File: src/rtl/core/utt_pkg.sv
`timescale 1ns / 1ps

package utt_pkg;

    localparam int unsigned QUEUE_DEPTH = 4;

    localparam logic [20:0] REPLACEMENT_CHAR = 21'h00fffd;
    localparam logic [15:0] HIGH_SURR_FIRST  = 16'hd800;
    localparam logic [15:0] HIGH_SURR_LAST   = 16'hdbff;
    localparam logic [15:0] LOW_SURR_FIRST   = 16'hdc00;
    localparam logic [15:0] LOW_SURR_LAST    = 16'hdfff;
    localparam logic [20:0] SUPPLEMENTARY    = 21'h010000;
    localparam logic [31:0] MAX_CODE_POINT   = 32'h0010ffff;
    localparam logic [7:0]  LEAD_TWO         = 8'hc0;
    localparam logic [7:0]  LEAD_THREE       = 8'he0;
    localparam logic [7:0]  LEAD_FOUR        = 8'hf0;
    localparam logic [7:0]  CONT_MARK        = 8'h80;

    typedef struct packed {
        logic [31:0] code_unit;
        logic        string_end;
    } t_in_item;

    typedef struct packed {
        logic [7:0] utf8_byte;
        logic       run_last;
        logic       string_last;
    } t_out_item;

    // one queued job: one or two code points for the back end to encode
    typedef struct packed {
        logic        two_pts;
        logic [20:0] cp_a;
        logic [20:0] cp_b;
        logic        str_end;
    } t_job;

    function automatic logic [20:0] sanitize(input logic [31:0] cp);
        logic [20:0] res;
        if (cp > MAX_CODE_POINT ||
            (cp >= {16'h0, HIGH_SURR_FIRST} && cp <= {16'h0, LOW_SURR_LAST})) begin
            res = REPLACEMENT_CHAR;
        end else begin
            res = cp[20:0];
        end
        return res;
    endfunction

    // number of bytes minus one
    function automatic logic [1:0] cp_len(input logic [20:0] cp);
        logic [1:0] res;
        if (cp <= 21'h7f) begin
            res = 2'd0;
        end else if (cp <= 21'h7ff) begin
            res = 2'd1;
        end else if (cp <= 21'hffff) begin
            res = 2'd2;
        end else begin
            res = 2'd3;
        end
        return res;
    endfunction

    function automatic logic [7:0] enc_byte(input logic [20:0] cp, input logic [1:0] len,
                                            input logic [1:0] idx);
        logic [7:0] res;
        res = CONT_MARK | {2'b00, cp[5:0]};
        unique case (len)
            2'd0: res = cp[7:0];
            2'd1: begin
                if (idx == 2'd0) res = LEAD_TWO | {3'b000, cp[10:6]};
            end
            2'd2: begin
                if (idx == 2'd0) res = LEAD_THREE | {4'b0000, cp[15:12]};
                else if (idx == 2'd1) res = CONT_MARK | {2'b00, cp[11:6]};
            end
            default: begin
                if (idx == 2'd0) res = LEAD_FOUR | {5'b00000, cp[20:18]};
                else if (idx == 2'd1) res = CONT_MARK | {2'b00, cp[17:12]};
                else if (idx == 2'd2) res = CONT_MARK | {2'b00, cp[11:6]};
            end
        endcase
        return res;
    endfunction

endpackage

File: src/rtl/core/utt_front.sv
`timescale 1ns / 1ps

module utt_front (
    input  logic             i_clk,
    input  logic             i_rst_n,
    input  logic             i_in_valid,
    output logic             o_in_ready,
    input  utt_pkg::t_in_item i_in_item,
    input  logic             i_cfg_valid,
    output logic             o_cfg_ready,
    input  logic             i_cfg_data,
    input  logic             i_q_full,
    output logic             o_push,
    output utt_pkg::t_job    o_job
);
    import utt_pkg::*;

    logic        r_sixteen;
    logic        r_held_valid;
    logic [9:0]  r_held_high;
    logic        n_held_valid;
    logic [9:0]  n_held_high;
    logic        accept;
    logic [15:0] unit16;
    logic        is_low;
    logic        is_high;
    logic        last;

    assign o_in_ready  = !i_q_full;
    assign o_cfg_ready = 1'b1;
    assign accept      = i_in_valid && !i_q_full;
    assign unit16      = i_in_item.code_unit[15:0];
    assign last        = i_in_item.string_end;
    assign is_low      = unit16 >= LOW_SURR_FIRST && unit16 <= LOW_SURR_LAST;
    assign is_high     = unit16 >= HIGH_SURR_FIRST && unit16 <= HIGH_SURR_LAST;

    always_comb begin
        n_held_valid  = r_held_valid;
        n_held_high   = r_held_high;
        o_push        = 1'b0;
        o_job.two_pts = 1'b0;
        o_job.cp_a    = sanitize(i_in_item.code_unit);
        o_job.cp_b    = sanitize({16'h0, unit16});
        o_job.str_end = last;
        if (r_sixteen) begin
            o_job.cp_a = sanitize({16'h0, unit16});
            if (r_held_valid && is_low) begin
                n_held_valid = 1'b0;
                n_held_high  = '0;
                o_push       = accept;
                o_job.cp_a   = SUPPLEMENTARY + {1'b0, r_held_high, unit16[9:0]};
            end else if (is_high && !last) begin
                // pending surrogate is replaced, the new one is held
                n_held_valid = 1'b1;
                n_held_high  = unit16[9:0];
                o_push       = accept && r_held_valid;
                o_job.cp_a   = REPLACEMENT_CHAR;
            end else begin
                n_held_valid  = 1'b0;
                n_held_high   = '0;
                o_push        = accept;
                o_job.two_pts = r_held_valid;
                if (r_held_valid) o_job.cp_a = REPLACEMENT_CHAR;
            end
        end else begin
            o_push = accept;
        end
    end

    always_ff @(posedge i_clk) begin
        if (!i_rst_n) begin
            r_sixteen    <= 1'b1;
            r_held_valid <= 1'b0;
            r_held_high  <= '0;
        end else if (i_cfg_valid) begin
            r_sixteen    <= i_cfg_data;
            r_held_valid <= 1'b0;
            r_held_high  <= '0;
        end else if (accept) begin
            r_held_valid <= n_held_valid;
            r_held_high  <= n_held_high;
        end
    end

endmodule

File: src/rtl/core/utt_queue.sv
`timescale 1ns / 1ps

module utt_queue #(
    parameter int unsigned DEPTH = utt_pkg::QUEUE_DEPTH
) (
    input  logic          i_clk,
    input  logic          i_rst_n,
    input  logic          i_push,
    input  utt_pkg::t_job i_job,
    output logic          o_full,
    input  logic          i_pop,
    output logic          o_valid,
    output utt_pkg::t_job o_job
);
    import utt_pkg::*;

    localparam int unsigned PTR_W = (DEPTH > 1) ? $clog2(DEPTH) : 1;
    localparam int unsigned CNT_W = $clog2(DEPTH + 1);

    t_job             r_mem [DEPTH];
    logic [PTR_W-1:0] r_wr_ptr;
    logic [PTR_W-1:0] r_rd_ptr;
    logic [CNT_W-1:0] r_count;

    assign o_full  = r_count == CNT_W'(DEPTH);
    assign o_valid = r_count != '0;
    assign o_job   = r_mem[r_rd_ptr];

    always_ff @(posedge i_clk) begin
        if (i_push) r_mem[r_wr_ptr] <= i_job;
    end

    always_ff @(posedge i_clk) begin
        if (!i_rst_n) begin
            r_wr_ptr <= '0;
            r_rd_ptr <= '0;
            r_count  <= '0;
        end else begin
            if (i_push) begin
                r_wr_ptr <= (r_wr_ptr == PTR_W'(DEPTH - 1)) ? '0 : r_wr_ptr + 1'b1;
            end
            if (i_pop) begin
                r_rd_ptr <= (r_rd_ptr == PTR_W'(DEPTH - 1)) ? '0 : r_rd_ptr + 1'b1;
            end
            if (i_push && !i_pop) r_count <= r_count + 1'b1;
            else if (!i_push && i_pop) r_count <= r_count - 1'b1;
        end
    end

endmodule

File: src/rtl/core/utt_back.sv
`timescale 1ns / 1ps

module utt_back (
    input  logic              i_clk,
    input  logic              i_rst_n,
    input  logic              i_job_valid,
    input  utt_pkg::t_job     i_job,
    output logic              o_pop,
    output logic              o_out_valid,
    input  logic              i_out_ready,
    output utt_pkg::t_out_item o_out_item
);
    import utt_pkg::*;

    logic        r_phase;
    logic [1:0]  r_idx;
    logic        r_out_valid;
    t_out_item   r_out_item;
    logic        n_phase;
    logic [1:0]  n_idx;
    logic [20:0] cur_cp;
    logic [1:0]  cur_len;
    logic        pt_done;
    logic        last_pt;
    logic        load;

    assign cur_cp  = r_phase ? i_job.cp_b : i_job.cp_a;
    assign cur_len = cp_len(cur_cp);
    assign pt_done = r_idx == cur_len;
    assign last_pt = !i_job.two_pts || r_phase;
    assign load    = i_job_valid && (!r_out_valid || i_out_ready);
    assign o_pop   = load && pt_done && last_pt;

    assign o_out_valid = r_out_valid;
    assign o_out_item  = r_out_item;

    always_comb begin
        n_phase = r_phase;
        n_idx   = r_idx + 2'd1;
        if (pt_done) begin
            n_idx   = '0;
            n_phase = !last_pt;
        end
    end

    always_ff @(posedge i_clk) begin
        if (load) begin
            r_out_item.utf8_byte   <= enc_byte(cur_cp, cur_len, r_idx);
            r_out_item.run_last    <= pt_done && last_pt;
            r_out_item.string_last <= pt_done && last_pt && i_job.str_end;
        end
    end

    always_ff @(posedge i_clk) begin
        if (!i_rst_n) begin
            r_phase     <= 1'b0;
            r_idx       <= '0;
            r_out_valid <= 1'b0;
        end else begin
            if (load) begin
                r_phase     <= n_phase;
                r_idx       <= n_idx;
                r_out_valid <= 1'b1;
            end else if (i_out_ready) begin
                r_out_valid <= 1'b0;
            end
        end
    end

endmodule

File: src/rtl/core/utf16_to_utf8_transcoder_core.sv
`timescale 1ns / 1ps

// UTF-16 / UTF-32 to UTF-8 transcoder. Each input transaction carries one code unit and
// an end-of-string flag; the block returns the UTF-8 bytes one per output transaction,
// with run_last on the final byte of the unit and string_last on the final byte of a
// string. The output runs at one byte per cycle while the queue holds a job and the receiver
// is ready; a unit yields one to four bytes (up to six when a dangling high surrogate is
// replaced), and a held high surrogate yields no output. Input is taken every cycle while the job
// queue between the classifier and the byte encoder has room. A configuration write
// (1 = UTF-16 with surrogate pairing, 0 = 32-bit code points; reset 1) drops any held
// surrogate and must only be issued while the block is idle.
module utf16_to_utf8_transcoder_core #(
    parameter int unsigned QUEUE_DEPTH = utt_pkg::QUEUE_DEPTH
) (
    input  logic               i_clk,
    input  logic               i_rst_n,
    input  logic               i_in_valid,
    output logic               o_in_ready,
    input  utt_pkg::t_in_item  i_in_item,
    output logic               o_out_valid,
    input  logic               i_out_ready,
    output utt_pkg::t_out_item o_out_item,
    input  logic               i_cfg_valid,
    output logic               o_cfg_ready,
    input  logic               i_cfg_data
);
    import utt_pkg::*;

    logic q_full;
    logic q_push;
    logic q_pop;
    logic q_valid;
    t_job push_job;
    t_job head_job;

    utt_front u_front (
        .i_clk      (i_clk),
        .i_rst_n    (i_rst_n),
        .i_in_valid (i_in_valid),
        .o_in_ready (o_in_ready),
        .i_in_item  (i_in_item),
        .i_cfg_valid(i_cfg_valid),
        .o_cfg_ready(o_cfg_ready),
        .i_cfg_data (i_cfg_data),
        .i_q_full   (q_full),
        .o_push     (q_push),
        .o_job      (push_job)
    );

    utt_queue #(
        .DEPTH(QUEUE_DEPTH)
    ) u_queue (
        .i_clk  (i_clk),
        .i_rst_n(i_rst_n),
        .i_push (q_push),
        .i_job  (push_job),
        .o_full (q_full),
        .i_pop  (q_pop),
        .o_valid(q_valid),
        .o_job  (head_job)
    );

    utt_back u_back (
        .i_clk      (i_clk),
        .i_rst_n    (i_rst_n),
        .i_job_valid(q_valid),
        .i_job      (head_job),
        .o_pop      (q_pop),
        .o_out_valid(o_out_valid),
        .i_out_ready(i_out_ready),
        .o_out_item (o_out_item)
    );

endmodule

File: config.mk
export PLATFORM = sky130hd
export DESIGN_NAME = utf16_to_utf8_transcoder_core
export DESIGN_NICKNAME = d
export VERILOG_FILES = /design/src/rtl/core/utt_pkg.sv /design/src/rtl/core/utt_front.sv /design/src/rtl/core/utt_queue.sv /design/src/rtl/core/utt_back.sv /design/src/rtl/core/utf16_to_utf8_transcoder_core.sv
export SDC_FILE = /design/constraint.sdc
export NUM_CORES = 1
export LEC_CHECK = 0
export ABC_CLOCK_PERIOD_IN_PS = 5500
export BUFFER_PORTS_ARGS = -buffer_cell sky130_fd_sc_hd__buf_2
export CORE_AREA = 2 2 158 160
export CTS_CLUSTER_DIAMETER = 40
export DETAILED_ROUTE_END_ITERATION = 12
export DIE_AREA = 0 0 160 162
export SLEW_MARGIN = 10
export SYNTH_ARGS = -nofsm -noshare
export SYNTH_HDL_FRONTEND = slang
export SYNTH_SLANG_ARGS = --single-unit
File: constraint.sdc
create_clock -name i_clk -period 5.5 [get_ports i_clk]
set_clock_uncertainty 0.1 [all_clocks]
set_input_delay 0.55 -clock i_clk [delete_from_list [all_inputs] [get_ports i_clk]]
set_output_delay 0.55 -clock i_clk [all_outputs]
set_load 0.03 [all_outputs]
; ---- After elaboration in Yosys (flattened, before gate mapping)
; Memories as Yosys holds them, arrays and structs flattened. A register that Yosys moved wholly into a read port is not among the register bits.
; Cells that the tools add are included.
[totals]
ff_bits = 33
mem_bits_rw = 156
n_memories = 1
in_bits = 39
[mem_list]
columns = memory, depth, word_bits, read_ports, rd_ports_with_merged_regs, write_ports, line_no
row1 = u_queue.r_mem, 4, 39, 1, 1, 1, utt_queue.sv:20  ; t_job r_mem [DEPTH];
[op_classes]
add_sub_neg = 6
n_mux = 37
n_bitwise = 1
n_reduce_logical = 33
magnitude_cmp = 12
eq_ne = 8
[op_table]
columns = cell, count
row1 = 21-bit 2-to-1 mux, 5
row2 = 16-bit greater-or-equal comparator (second input constant), 3
row3 = 16-bit less-or-equal comparator (second input constant), 3
row4 = 32-bit by 16-bit greater-or-equal comparator with 1-bit output (second input constant), 1
row5 = 32-bit by 21-bit greater-than comparator with 1-bit output (second input constant), 1
row6 = 32-bit by 16-bit less-or-equal comparator with 1-bit output (second input constant), 1
row7 = 8-bit 2-to-1 mux, 3
row8 = 8-bit one-hot mux with 3 select lines, 1
row9 = 22-bit 2-to-1 mux, 1
row10 = 17-bit by 20-bit adder with 21-bit output (first input constant), 1
row11 = 21-bit by 11-bit less-or-equal comparator with 1-bit output (second input constant), 1
row12 = 21-bit by 16-bit less-or-equal comparator with 1-bit output (second input constant), 1
row13 = 21-bit by 7-bit less-or-equal comparator with 1-bit output (second input constant), 1
row14 = 10-bit 2-to-1 mux, 2
row15 = 16-bit 2-to-1 mux, 1
row16 = 1-bit logical AND, 15
row17 = 2-bit 2-to-1 mux, 7
row18 = 1-bit 2-to-1 mux, 12
row19 = 6-bit 2-to-1 mux, 2
row20 = 2-bit == test (second input constant), 4
row21 = 1-bit zero test, 7
row22 = 7-bit 2-to-1 mux, 1
row23 = 2-bit by 1-bit adder with 2-bit output (second input constant), 3
row24 = 3-bit 2-to-1 mux, 2
row25 = 12 further kinds, 18

; ---- Longest topological paths before layout
; Gate-level depths: netlist of the first run.
[logic_depth]
word_depth = 11
mapped_depth = 17
ltp_nobuf = 14

; ---- Modules after synthesis
; From an unflattened synthesis of the first run, not the netlist that was laid out.
[hier_totals]
cells_unflattened = 571
hier_area_um2 = 9390.3
[modules_own_cells]
columns = module, cells_each, instances, area_each_um2
row1 = utt_queue, 274, 1, 6866.6
row2 = utt_back, 181, 1, 1540.2
row3 = utt_front, 116, 1, 983.4

; ---- Worst setup path after synthesis of the first run
; Ideal clock, no wire load.
[synth_path]
kind = register to register
start = register (tool-made name)
end = register u_queue.r_count[2]
setup_slack_ps = 1697
n_path_buf = 3
arrival_ps = 3627
period_less_slack_ps = 3803
required_time_ps = 5324
stages_incl_launch_ff = 17
cell_sequence = dfxtp_1 -> buf_6 -> buf_6 -> buf_2 -> mux4_2 -> mux2i_1 -> nand4b_1 -> xnor2_1 -> or4_4 -> a211oi_4 -> inv_1 -> ha_1 -> inv_1 -> fa_1 -> xor2_1 -> or3_1 -> a21boi_0
[synth_rtl]
columns = item, line_no
row1 = to (signal assigned), utt_queue.sv:45  ; if (i_push && !i_pop) r_count <= r_count + 1'b1;
row2 = to (signal assigned), utt_queue.sv:46  ; else if (!i_push && i_pop) r_count <= r_count - 1'b1;
row3 = to (decl), utt_queue.sv:23  ; logic [CNT_W-1:0] r_count;

==> results of run 1 <==
cell type report:
type                       instances  area, um2
multi-input combinational        312       2640
inverter                          18       67.6
clock buffer                      18        429
tap                              324        405
clock inverter                    14        143
fill                            2266      14600
timing repair buffer              55        300
sequential                       191       5490
registers in the layout, summed over array words and instances (netlist names), named ones only:
signal	count
u_queue.r_mem	156
u_back.o_out_item	10
u_front.r_held_high	10
u_queue.r_count	3
u_back.r_idx	2
u_queue.r_rd_ptr	2
u_queue.r_wr_ptr	2
u_back.o_out_valid	1
u_back.r_phase	1
u_front.r_held_valid	1
u_front.r_sixteen	1
metal layers:
layer / global-route usage (%) / vias to the layer above
met1: 18.3 / 2447
met4: 5.61 / 0
li1: - / 2213
met3: 3.37 / 22
met5: 0 / -
met2: 24.5 / 104
synth_stat cells (7+ instances only):
cell	number
and2_1	12
mux2i_1	18
inv_1	15
edfxtp_1	166
nor2_1	26
clkbuf_1	20
nand2b_1	23
dfxtp_1	25
nand3_1	7
ha_1	14
nor3_1	7
mux4_2	39
a21oi_1	15
nand2_1	49
o21ai_0	22
a22oi_1	11
cell usage in the layout (no fill, tap or decap), types with 15 or more instances in the layout:
cell type  netlist  routed
a21oi_1         15      15
buf_2            6      50
clkbuf_16        0      17
dfxtp_1         25      23
edfxtp_1       166     166
inv_1           15      15
mux2i_1         18      18
mux4_2          39      39
nand2_1         49      49
nand2b_1        23      23
nor2_1          26      26
o21ai_0         22      22
logic make-up (layout without fill, tap and decap cells):
kind of cell	count (synthesis)	after routing	synth area share, %
XOR/XNOR	5	5	0.526
multiplexers	61	61	13.3
flip-flops	191	191	65.9
other	1	1	0.0450
adder cells (fa/ha/maj)	15	15	2.34
AO/OA/AOI/OAI	81	81	6.52
buffers and inverters	47	105	2.43
AND/OR/NAND/NOR	149	149	8.99
worst max path at each step:
stage                     slack, ns  cells past startpoint  start                  to
final                          1.13                     13   flop  u_queue.r_count[2]
after global routing           0.78                     14   flop  u_queue.r_count[2]
after CTS                      1.08                     13   flop  u_queue.r_count[2]
after detailed placement       1.08                     13   flop  u_queue.r_count[2]
after global placement         1.12                     14   flop  u_queue.r_count[2]
after floorplan                1.70                     16   flop  u_queue.r_count[2]
critical path: cells and delay by family (launching register included):
family	cells	cell delay, ns
compound gates	2	0.44
xor+xnor	1	0.08
fa+ha+maj	2	0.37
buf+inv	2	0.15
flops	1	0.80
mux	2	0.87
simple gates	4	1.47
power breakdown:
part | switching, mW | internal [mW] | leakage (nW)
logic | 0.475 | 0.229 | 1.18
registers | 0.0528 | 1.75 | 1.74
clock network | 0.545 | 0.641 | 0.277
==> metrics.cfg, run 1 <==
[routing]
wl_per_cell_um=19.4
drt_iter0_drc=311
dr_wl_met2_mm=8.98
wl_met3_um=662
drtPass1Iterations=5
wl_met1_mm=8.09
routed_wl_mm=18.1
via_per_inst=5.14
drc=0
vias=4786
antenna_left=0
dr.max_layer_used=met4

[sta]
tns_ns=0
fin_crit_ns=4.37
rsz0062_at_grt=no
worst_pin_slew_ns=1.12
setup_slack_ns=1.13
setup_viol=0
relSlewSlack_pct=25.0
finalCritPeriodShare_pct=79.5
slew_viol_final=0
hold_slack_ns=0.238
fmax_ghz=0.229
finalHoldViolCount=0

[pwr]
fin_total_pwr_mw=3.69
p_leak_nw=3.20
power_density_mw_per_mm2=390
max-vdd-ir-drop_v=0.000206

[place]
gp_congestion=0.821
dp_cells=900
dp_slack_ns=1.08
hpwl_mm=12.2
io_buffers=50
dpl_cell_area_mm2=0.00890

[logic_synthesis]
postSynth.asyncResetShare_pct=0
synth.area.top_cells=edfxtp_1 (60%), mux4_2 (11%), dfxtp_1 (6.0%)
ys_warn_count=0
synth_edf_count=166
synth.yosys.seq_area_share_pct=65.9
avgSynthCellArea_um2=15.1
ys_ff_latch=191
synth_top_area_share_pct=59.9
syn-num-nets=604
synth_top_area_cell=edfxtp_1
synth_cells=550
ys.flop_type=edfxtp_1
netlist_area_mm2=0.00833
synth.distinct_cells=52

[worst_setup_path]
crit_path_end_kind=flop
critPathMaxFanout=19
rr_worst_depth=13
reg2reg_to=u_queue.r_count[2]
r2r_slack_ns=1.13
required_ns=5.75
cpMostUsedCell=inv_1
startpoint_type=flop
crit_type=reg2reg
crit_slowest_cell=dfxtp_2
slowest_delay_ns=0.80
path_cells=mux4_2, mux2i_1, nand2_1, or4b_4, or4_4, a211oi_4, inv_1, ha_1, inv_1, fa_1, xor2_1, or3_1, a21boi_0
arrival_ns=4.62

[clock_tree]
cts_buffer_depth=2
cts_tree=done
clockRootBuffer=clkbuf_16
numCtsBuffers=17
clk_latency_ns=0.43
cts_resized=0
htreeDepth=4
cts.sinks=191
holdBufCountCts=0
cts.clk_slew.worst_paths_ns=0.07
cts_setup_buffers=0

[run_status]
outcome=complete, no violations

[layout]
nets=649
final_cells=932
drive_gt1_share_pct=22.9
n_antenna_cell=0
final_util_pct=39.3
design_area_mm2=0.00948
syn_to_final_growth_pct=13.8

[floorplan]
start_util_pct=34.5
core-area_mm2=0.0241
dieHeight_um=162
die_w_um=160
die_area_mm2=0.0259
rows=57
ioPinCount=52

[global_route]
grt_overflow=0
grt_max_degree=40
grt_pass1_vias=4977
antenna_found_initial=0
grt_pass1_wl_mm=28.2
grt_use_total_pct=14.5

[hold_path]
whs_endpoint=u_front.r_sixteen
hp-class=in2reg
hold_depth=3
hold_start=i_cfg_data

[run]
drv_cap=0

(Power assumes the default switching activity.)
==> run 2: changes to the inputs <==
Settings changed: ABC_AREA set to 1, ABC_CLOCK_PERIOD_IN_PS 5500 to 3950, CORE_AREA 2 2 158 160 to 2 2 162 164, DIE_AREA 0 0 160 162 to 0 0 164 166.
Clock period 5.5 ns to 3.95 ns, I/O delays scaled along.
==> run 2 against run 1 <==
  * Sequential share of layout area shrank 2.8 points
  * Area after synthesis grew 5.5%
  * Cell area grew 5.0%
  * Synthesized cell count grew 61%
  * First-iteration DRC count grew 110%
  * Total power grew 31%
  * Critical path depth grew 4
  * Fmax grew 29%
  * Sequential power grew 34%
  * Critical path type unchanged
  * Highest routed layer unchanged
==> metrics.cfg, run 2 <==
[floorplan]
rows=59  ; +3.5%
die_w_um=164  ; +2.5%
die_area_mm2=0.0272  ; +5.0%
dieHeight_um=166  ; +2.5%
ioPinCount=52  ; unchanged
start_util_pct=34.3  ; -0.24 points
core-area_mm2=0.0256  ; +6.3%

[place]
io_buffers=50  ; unchanged
gp_congestion=0.902  ; +9.9%
hpwl_mm=13.6  ; +12%
dpl_cell_area_mm2=0.00940  ; +5.6%
dp_cells=1242  ; +38%

[routing]
antenna_left=0  ; unchanged
via_per_inst=4.92  ; -4.3%
drc=0  ; unchanged
drt_iter0_drc=656  ; +110%
vias=6263  ; +31%
drtPass1Iterations=7  ; +2
routed_wl_mm=21.1  ; +16%
wl_per_cell_um=16.5  ; -15%

[layout]
syn_to_final_growth_pct=13.3
drive_gt1_share_pct=12.1  ; -11 points
final_util_pct=38.8  ; -0.46 points
regMostFlops=u_queue.r_mem
largest_register_ffs=156  ; unchanged
final_common_cell=nand2_1
layout_common_cells=nand2_1 (202), edfxtp_1 (166), inv_1 (97)
design_area_mm2=0.00995  ; +5.0%
nets=980  ; +51%
n_antenna_cell=0  ; unchanged
final_cells=1274  ; +37%

[logic_synthesis]
ys_ff_latch=191  ; unchanged
netlist_area_mm2=0.00878  ; +5.5%
synthMostInstantiatedCell=nand2_1
avgSynthCellArea_um2=9.93  ; -34%
postSynth.asyncResetShare_pct=0  ; unchanged
syn-num-nets=939  ; +55%
synth_top_area_share_pct=56.7  ; -3.1 points
synth.yosys.seq_area_share_pct=62.4  ; -3.4 points
synth.area.top_cells=edfxtp_1 (57%), nand2_1 (8.6%), dfxtp_1 (5.7%)
synth_edf_count=166  ; unchanged
yosys-top-cells-count=nand2_1 (202), edfxtp_1 (166), inv_1 (97)
ys_warn_count=0  ; unchanged
synth_cells=885  ; +61%
synth_top_area_cell=edfxtp_1
synth.distinct_cells=43  ; -17%
ys.flop_type=edfxtp_1

[worst_setup_path]
path_cells=inv_4, nand2_1, nand3_1, nand3_1, nand2_1, nand3_2, nor2_4, nand2_2, nand2_2, inv_1, ha_1, a21oi_1, o21ai_0, a22oi_1, nand2_1, o21ai_0, inv_1
crit_type=reg2reg
critPathMaxFanout=60  ; +41
rr_worst_depth=17  ; +4
slowest_delay_ns=0.45  ; -0.35 ns
r2r_slack_ns=0.56  ; -0.57 ns
crit_slowest_cell=inv_4
reg2reg_to=u_back.o_out_item[7]
crit_family=simple AND/OR/NAND/NOR gates
startpoint_type=flop
crit_buf_inv=3  ; +1
cp.depth=17  ; +4
required_ns=4.03  ; -1.72 ns
cpMostUsedCell=nand2_1
crit_path_end_kind=flop
critPathCapture=u_back.o_out_item[7]
arrival_ns=3.47  ; -1.15 ns

[run]
drv_cap=0  ; unchanged

[sta]
finalCritPeriodShare_pct=85.8  ; +6.4 points
slew_viol_final=0  ; unchanged
rsz0062_at_grt=no
worst_pin_slew_ns=0.959  ; -0.165 ns
finalHoldViolCount=0  ; unchanged
fmax_ghz=0.295  ; +29%
fin_crit_ns=3.39  ; -0.980 ns
tns_ns=0  ; unchanged
relSlewSlack_pct=35.8  ; +11 points
setup_viol=0  ; unchanged
hold_slack_ns=0.0845  ; -0.153 ns

[run_status]
outcome=complete, no violations

[hold_path]
hp-class=in2reg

[clock_tree]
cts_buffer_depth=2  ; unchanged
cts_tree=done
cts.clk_slew.worst_paths_ns=0.07  ; about the same
numCtsBuffers=17  ; unchanged
holdBufCountCts=0  ; unchanged
clockRootBuffer=clkbuf_16
htreeDepth=4  ; unchanged
cts_resized=0  ; unchanged
cts_setup_buffers=0  ; unchanged
cts.sinks=191  ; unchanged
clk_latency_ns=0.44  ; about the same

[global_route]
grt_pass1_wl_mm=32.6  ; +15%
grt_pass1_vias=5813  ; +17%
grt_use_total_pct=15.7  ; +1.2 points
grt_overflow=0  ; unchanged
antenna_found_initial=1  ; +1
grt_max_degree=61  ; +53%

[pwr]
power_density_mw_per_mm2=486  ; +25%
p_leak_nw=3.92  ; +22%
max-vdd-ir-drop_v=0.000249  ; +20%

run 2: changes by cell type after synthesis, sizes merged, moves of 23 or more:
cell,delta
nor2,+66
mux4,-39
nand2b,-23
nand3,+45
inv,+83
nand2,+160
o21ai,+66
run 2: final cells by class:
type	instances	area [um2]
clock buffer	18	429
clock inverter	14	124
fill	2462	15700
inverter	101	382
multi-input combinational	552	2700
sequential	191	5490
tap	335	419
timing repair buffer	63	410
run 2: per-layer routing:
layer | track usage, % | vias up | share of wire [%]
li1 | - | 3083 | -
met1 | 23.1 | 2919 | 48
met2 | 24.4 | 245 | 45
met3 | 2.35 | 16 | 6.5
met4 | 4.27 | 0 | 1.1
met5 | 0 | - | 0
run 2: worst min-delay path by stage:
| stage | endpoint | cells after the start | start | slack [ns] |
|---|---|---|---|---|
| final | u_front.r_sixteen | 2 | i_cfg_valid | 0.08 |
| after global placement | u_front.r_held_high[1] | 2 | u_front.r_held_high[1] | 0.36 |
| after detailed placement | u_front.r_held_high[1] | 2 | u_front.r_held_high[1] | 0.37 |
| after global routing | u_queue.r_mem[2][12] | 1 | i_in_item[12] | 0.10 |
| after CTS | u_front.r_sixteen | 2 | i_cfg_valid | 0.06 |
| after floorplan | u_front.r_held_high[0] | 2 | u_front.r_held_high[0] | 0.35 |
run 2: power breakdown:
| part | internal (mW) | switching (mW) |
|---|---|---|
| Sequential | 2.38 | 0.0431 |
| Clock | 0.830 | 0.780 |
| Combinational | 0.224 | 0.575 |
run 2: worst register-to-register path, delay by kind of cell (launching register included):
family                     cells  cell delay, ns
AOI/OAI and AO/OA              4            0.84
adders and majority gates      1            0.22
DFF                            1            0.34
buffers and inverters          3            0.59
and+or+nand+nor                9            1.06
run 2: cell families (layout without fill, tap and decap cells):
logic type                 Yosys count  count (layout)  synth area share, %
AOI/OAI and AO/OA                  159             159                 10.1
xor gates and xnor gates             1               1               0.0997
adders and majority gates           15              15                 2.22
buffers and inverters              142             196                 7.16
DFF                                191             191                 62.4
muxes                                1               1                0.114
other                                1               1               0.0427
and+or+nand+nor                    375             375                 17.8
run 2: through the flow:
stage	setup slack [ns]	power, mW
after detailed placement	0.648	3.26
after floorplan	0.415	3.00
final	0.560	4.83
after global placement	0.735	3.26
after global routing	0.307	5.04
after CTS	0.616	4.87
